## src/hdl/gbn_pkg.sv

```systemverilog
// Package with the box type, cell control type and helpers of the suppression block.
`default_nettype none
package gbn_pkg;

   localparam int GBN_MAX_BOXES = 64;
   localparam logic [15:0] GBN_THR_RESET = 16'd32768;

   typedef struct packed {
      logic [15:0]        score;
      logic signed [15:0] bottom;
      logic signed [15:0] right;
      logic signed [15:0] top;
      logic signed [15:0] left;
   } box_type;

   typedef struct packed {
      logic ins;
      logic shift;
      logic clear;
      logic stage_a;
      logic stage_b;
      logic stage_c;
      logic stage_d;
   } cell_ctrl_type;

   function automatic logic [15:0] span16(input logic signed [15:0] lo,
                                          input logic signed [15:0] hi);
      logic signed [16:0] d;
      d = {hi[15], hi} - {lo[15], lo};
      return (d > 17'sd0) ? d[15:0] : 16'd0;
   endfunction

   function automatic logic signed [15:0] smax(input logic signed [15:0] a,
                                               input logic signed [15:0] b);
      return (a > b) ? a : b;
   endfunction

   function automatic logic signed [15:0] smin(input logic signed [15:0] a,
                                               input logic signed [15:0] b);
      return (a < b) ? a : b;
   endfunction

endpackage
`default_nettype wire

```

## src/hdl/gbn_cell.sv

```systemverilog
// One cell of the sorted box chain with its overlap test against the broadcast box.
`default_nettype none
module gbn_cell (
   input  wire                     clock,
   input  wire                     reset,
   input  gbn_pkg::cell_ctrl_type  ctrl,
   input  gbn_pkg::box_type        new_box,
   input  gbn_pkg::box_type        ref_box,
   input  wire [31:0]              ref_area,
   input  wire [15:0]              threshold,
   input  wire                     prev_valid,
   input  wire                     prev_moves,
   input  gbn_pkg::box_type        prev_box,
   input  wire                     next_valid,
   input  wire                     next_removed,
   input  gbn_pkg::box_type        next_box,
   output logic                    valid_o,
   output logic                    removed_o,
   output logic                    moves_o,
   output gbn_pkg::box_type        box_o
);
   import gbn_pkg::*;

   logic        valid_ff, valid_in;
   logic        removed_ff, removed_in;
   box_type     box_ff, box_in;
   logic [15:0] iw_ff, ih_ff, bw_ff, bh_ff;
   logic [31:0] inter_ff, area_ff;
   logic [48:0] prod_ff;
   logic [32:0] uni;
   logic        hit;

   assign moves_o   = valid_ff && (box_ff.score < new_box.score);
   assign valid_o   = valid_ff;
   assign removed_o = removed_ff;
   assign box_o     = box_ff;

   assign uni = {1'b0, ref_area} + {1'b0, area_ff} - {1'b0, inter_ff};
   assign hit = (inter_ff == 32'd0) ? (threshold == 16'd0)
                                    : ({1'b0, inter_ff, 16'd0} >= prod_ff);

   always_comb begin
      valid_in   = valid_ff;
      removed_in = removed_ff;
      box_in     = box_ff;
      if (ctrl.clear) begin
         valid_in   = 1'b0;
         removed_in = 1'b0;
      end else if (ctrl.ins) begin
         if (prev_moves) begin
            valid_in   = 1'b1;
            removed_in = 1'b0;
            box_in     = prev_box;
         end else if (prev_valid && (moves_o || !valid_ff)) begin
            valid_in   = 1'b1;
            removed_in = 1'b0;
            box_in     = new_box;
         end
      end else if (ctrl.shift) begin
         valid_in   = next_valid;
         removed_in = next_removed;
         box_in     = next_box;
      end else if (ctrl.stage_d) begin
         if (valid_ff && hit) begin
            removed_in = 1'b1;
         end
      end
   end

   always_ff @(posedge clock) begin
      if (reset) begin
         valid_ff   <= 1'b0;
         removed_ff <= 1'b0;
      end else begin
         valid_ff   <= valid_in;
         removed_ff <= removed_in;
      end
      box_ff <= box_in;
      if (ctrl.stage_a) begin
         iw_ff <= span16(smax(ref_box.left, box_ff.left), smin(ref_box.right, box_ff.right));
         ih_ff <= span16(smax(ref_box.top, box_ff.top), smin(ref_box.bottom, box_ff.bottom));
         bw_ff <= span16(box_ff.left, box_ff.right);
         bh_ff <= span16(box_ff.top, box_ff.bottom);
      end
      if (ctrl.stage_b) begin
         inter_ff <= iw_ff * ih_ff;
         area_ff  <= bw_ff * bh_ff;
      end
      if (ctrl.stage_c) begin
         prod_ff <= {33'd0, threshold} * {16'd0, uni};
      end
   end

endmodule
`default_nettype wire

```

## config.mk

```make
export PLATFORM = sky130hd
export DESIGN_NAME = gbn_cell
export DESIGN_NICKNAME = d
export VERILOG_FILES = /design/src/hdl/gbn_pkg.sv /design/src/hdl/gbn_cell.sv
export SDC_FILE = /design/constraint.sdc
export NUM_CORES = 2
export LEC_CHECK = 0
export CORE_ASPECT_RATIO = 2
export CORE_UTILIZATION = 35
export DETAILED_ROUTE_END_ITERATION = 10
export DONT_BUFFER_PORTS = 1
export GPL_TIMING_DRIVEN = 0
export RECOVER_POWER = 25
export SYNTH_ARGS = -nofsm -noshare
export SYNTH_HDL_FRONTEND = slang
export SYNTH_SLANG_ARGS = --single-unit
```

## constraint.sdc

```tcl
create_clock -name clock -period 15.5 [get_ports clock]
set_input_delay 0.775 -clock clock [delete_from_list [all_inputs] [get_ports clock]]
set_output_delay 0.775 -clock clock [all_outputs]
set_load 0.005 [all_outputs]
```

==> summary.txt <==
Route
  – Final wirelength: 185.2 mm
  – Vias per inst: 5.180
  – Initial drt markers: 1688
  – DRT antenna net count: 0
  – Pre-antenna DRT Iters: 10
  – DRC viols: between 50 and 60
  – WL/cell: 24.26 um
  – Vias: 39560

GRT
  – Vias in the first global route: 44570
  – Initial antenna violation count: 27
  – GRT Residual Overflow: 0
  – Largest net degree at the start of global routing: 65
  – First-pass GRT wire length: 274.6 mm
  – Tot GR Track Use: 25.19%

Synthesis
  – Asr flop ratio synth: 0%
  – Register bit total from synthesis: about 260
  – Seq/Total Area, Yosys: between 10% and 20%
  – Cell variety after synth: 75
  – Top-area cell type share of the netlist area: between 30% and 40%
  – Ys Warns: 0
  – Synth area leader: fa_1
  – Synth Net Count: 7418
  – Most used DFF post-synth: edfxtp_1
  – Post-Synthesis Cell Area: about 52000 sq um
  – Post-Syn Instances: 5646
  – Post-synth EDFFs: 257
  – Synthesized area per cell: 9.159 sq um
  – Area contributors post-synth: fa_1 33%, edfxtp_1 15%, ha_1 13%, inv_1 8.5%, nand2_1 5.3%

CTS
  – Clock sink count: around 260
  – CTS root buf: clkbuf_16
  – CTS buffer count: 27
  – Post-CTS Setup Bufs: 0
  – Clock-pin slew on the worst setup and hold paths: 70 ps
  – Worst-skew pair later-pin latency: 630 ps
  – CTS tree: built
  – Deepest clock path buffer count: 3
  – Post-CTS Hold Fix Bufs: 0
  – CTS resizes: 0
  – H-tree level count: 1

STA
  – TNS Setup: 0 ps
  – Tcrit/Tclk final: 78.23%
  – Final Hold Fails: 0
  – Skew final: around 23 ps
  – Max-slew headroom: -0.6719%
  – Final Max Tran Viols: 8
  – RSZ-0062 raised after global routing: false
  – Endpoints failing setup: 0
  – Min cycle time layout: 12130 ps
  – Tightest Pin Transition: 1505 ps
  – Maximum clock rate: 82.47 MHz

Floorplanning
  – IO Count: 464
  – Row cnt: ~200
  – Initial Utilization: 35.20%
  – DIE AREA: approximately 150000 sq um
  – Die outline width: 273.8 um
  – Height of the chip: approximately 550 um
  – Core Area: 146900 sq um

Cells and area
  – Fillers: 15010
  – Design area: 55220 sq um
  – Layout cells sized above 1: 2.193%
  – Syn-to-layout area delta: 6.784%
  – Post-layout nets: 7451

Job
  – MaxCap Viol Count: 1

Placement
  – RD Place Congestion: a little over 1
  – Area post-placement: 54210 sq um
  – IO Port Bufs: 0
  – HPWL Detailed: 163.7 mm

Setup path
  – Worst endpoint required time: between 15000 and 20000 ps
  – Startpoint Class: flip-flop
  – Worst setup path class: flip-flop to flip-flop
  – Most used cell, CP: fa_1
  – Crit path largest cell delay: 1160 ps
  – Worst Setup End Kind: flip-flop
  – Reg-to-reg setup timing slack: 3370 ps
  – Slowest stage cell, crit path: xor2_1
  – RR Startpoint: inter_ff[0]
  – Origin of the worst setup path: inter_ff[0]
  – Reg2reg path depth: 34
  – R2r endpoint: prod_ff[45]
  – Critical path arrival: 12490 ps
  – Crit path to: prod_ff[45]
  – CP max FO: 10

Outcome
  – Failing checks: design-rule violations, max-capacitance violations, max-slew violations
  – Status: complete, but fails checks

Min path
  – Hold Crit Class: input pin to flip-flop
per-stage QoR:
stage / cells / hold WS, ps / worst slack (ps) / util [%]
after floorplan: 5646 / 473.3 / 6235 / -
after CTS: 7609 / 233.9 / 3626 / 37.54
after detailed placement: 7559 / 605.3 / 3459 / 36.90
after global routing: 7630 / 252.3 / 3156 / 37.58
final: 7636 / 283.9 / 3375 / 37.59
after global placement: 7555 / 580.8 / 3356 / 36.83
cell type report:
class / count / area (sq um) / area share, %
Multi-Input combinational cell: 4017 / 38840 / 70.34
Sequential cell: 259 / 7757 / 14.05
Inverter: 1170 / 4392 / 7.953
Tap cell: 1909 / 2389 / 4.325
Buffer: 200 / 768.2 / 1.391
Clock buffer: 28 / 679.4 / 1.230
Clock inverter: 22 / 260.3 / 0.4713
Antenna cell: 27 / 67.56 / 0.1224
Timing Repair Buffer: 4 / 62.56 / 0.1133
worst max-delay path, delay by kind of cell (launching register included):
kind,cells,cell delay (ps)
AO/OA/AOI/OAI,13,4000
XOR/XNOR,2,1240
adder cells (fa/ha/maj),10,4440
buffers and inverters,6,950
flip-flops,1,490
AND/OR/NAND/NOR,3,730
layer usage:
layer,track usage [%],part of all wire (%)
met4,24.65,12
met1,20.79,28
met2,48.13,54
met5,0,0.026
met3,4.551,5.6
cell usage in the layout (no fill, tap or decap), types with 36 or more instances in the layout:
cell type	instances
edfxtp_1	257
nor2_1	248
and2_1	376
fa_1	856
ha_1	535
xnor2_1	93
a21oi_1	247
mux2i_1	118
nand4_1	36
nor3_1	54
a21o_1	119
nand3_1	39
nor2b_1	37
o21ai_0	94
nand2_1	736
xor2_1	57
inv_1	1170
clkbuf_1	178
registers in the layout, indices dropped and copies added (netlist names):
register	cells
inter_ff	32
box_o	80
ih_ff	16
removed_o	1
bh_ff	16
valid_o	1
area_ff	32
iw_ff	16
prod_ff	49
bw_ff	16
cells in the mapped netlist (4+ instances only):
| cell type | instances |
|---|---|
| a2111oi_0 | 4 |
| a211o_1 | 11 |
| a211oi_1 | 23 |
| a21boi_0 | 6 |
| a21o_1 | 119 |
| a21oi_1 | 247 |
| a221oi_1 | 5 |
| a31o_2 | 4 |
| a31oi_1 | 31 |
| and2_1 | 376 |
| and3_1 | 21 |
| buf_1 | 11 |
| buf_2 | 11 |
| clkbuf_1 | 177 |
| edfxtp_1 | 257 |
| fa_1 | 856 |
| ha_1 | 535 |
| inv_1 | 1170 |
| mux2_2 | 34 |
| mux2i_1 | 118 |
| nand2_1 | 736 |
| nand2b_1 | 34 |
| nand3_1 | 39 |
| nand3b_1 | 16 |
| nand4_1 | 36 |
| nor2_1 | 248 |
| nor2b_1 | 38 |
| nor3_1 | 55 |
| nor3b_1 | 8 |
| nor4_1 | 19 |
| o211ai_1 | 13 |
| o21a_1 | 31 |
| o21ai_0 | 94 |
| o21ai_1 | 7 |
| o21bai_1 | 17 |
| o22ai_1 | 5 |
| o31a_1 | 6 |
| o31ai_1 | 7 |
| or2_2 | 7 |
| or3_1 | 9 |
| xnor2_1 | 97 |
| xor2_1 | 58 |
cell families (layout without fill, tap and decap cells):
family          after synthesis  after routing  share of synthesized area (%)
other cells                   0             27                              0
xor+xnor                    155            155                          2.625
simple gates               1654           1654                          15.13
flops                       259            259                          15.00
fa+ha+maj                  1391           1391                          46.08
buf+inv                    1370           1424                          9.978
compound gates              665            665                          8.159
mux                         152            152                          3.024
how the worst min path moves through the flow:
stage | start | to | cells after the start
2_1_floorplan | removed_o | removed_o | 2
3_3_place_gp | removed_o | removed_o | 2
3_5_place_dp | removed_o | removed_o | 2
4_1_cts | ctrl[3] | ih_ff[4] | 0
5_1_grt | ctrl[3] | ih_ff[4] | 0
6_report | ctrl[3] | ih_ff[4] | 0
Power is left out: the tool's default activity adds up to more than one toggle a clock period on the data nets, which glitch-free logic cannot reach.
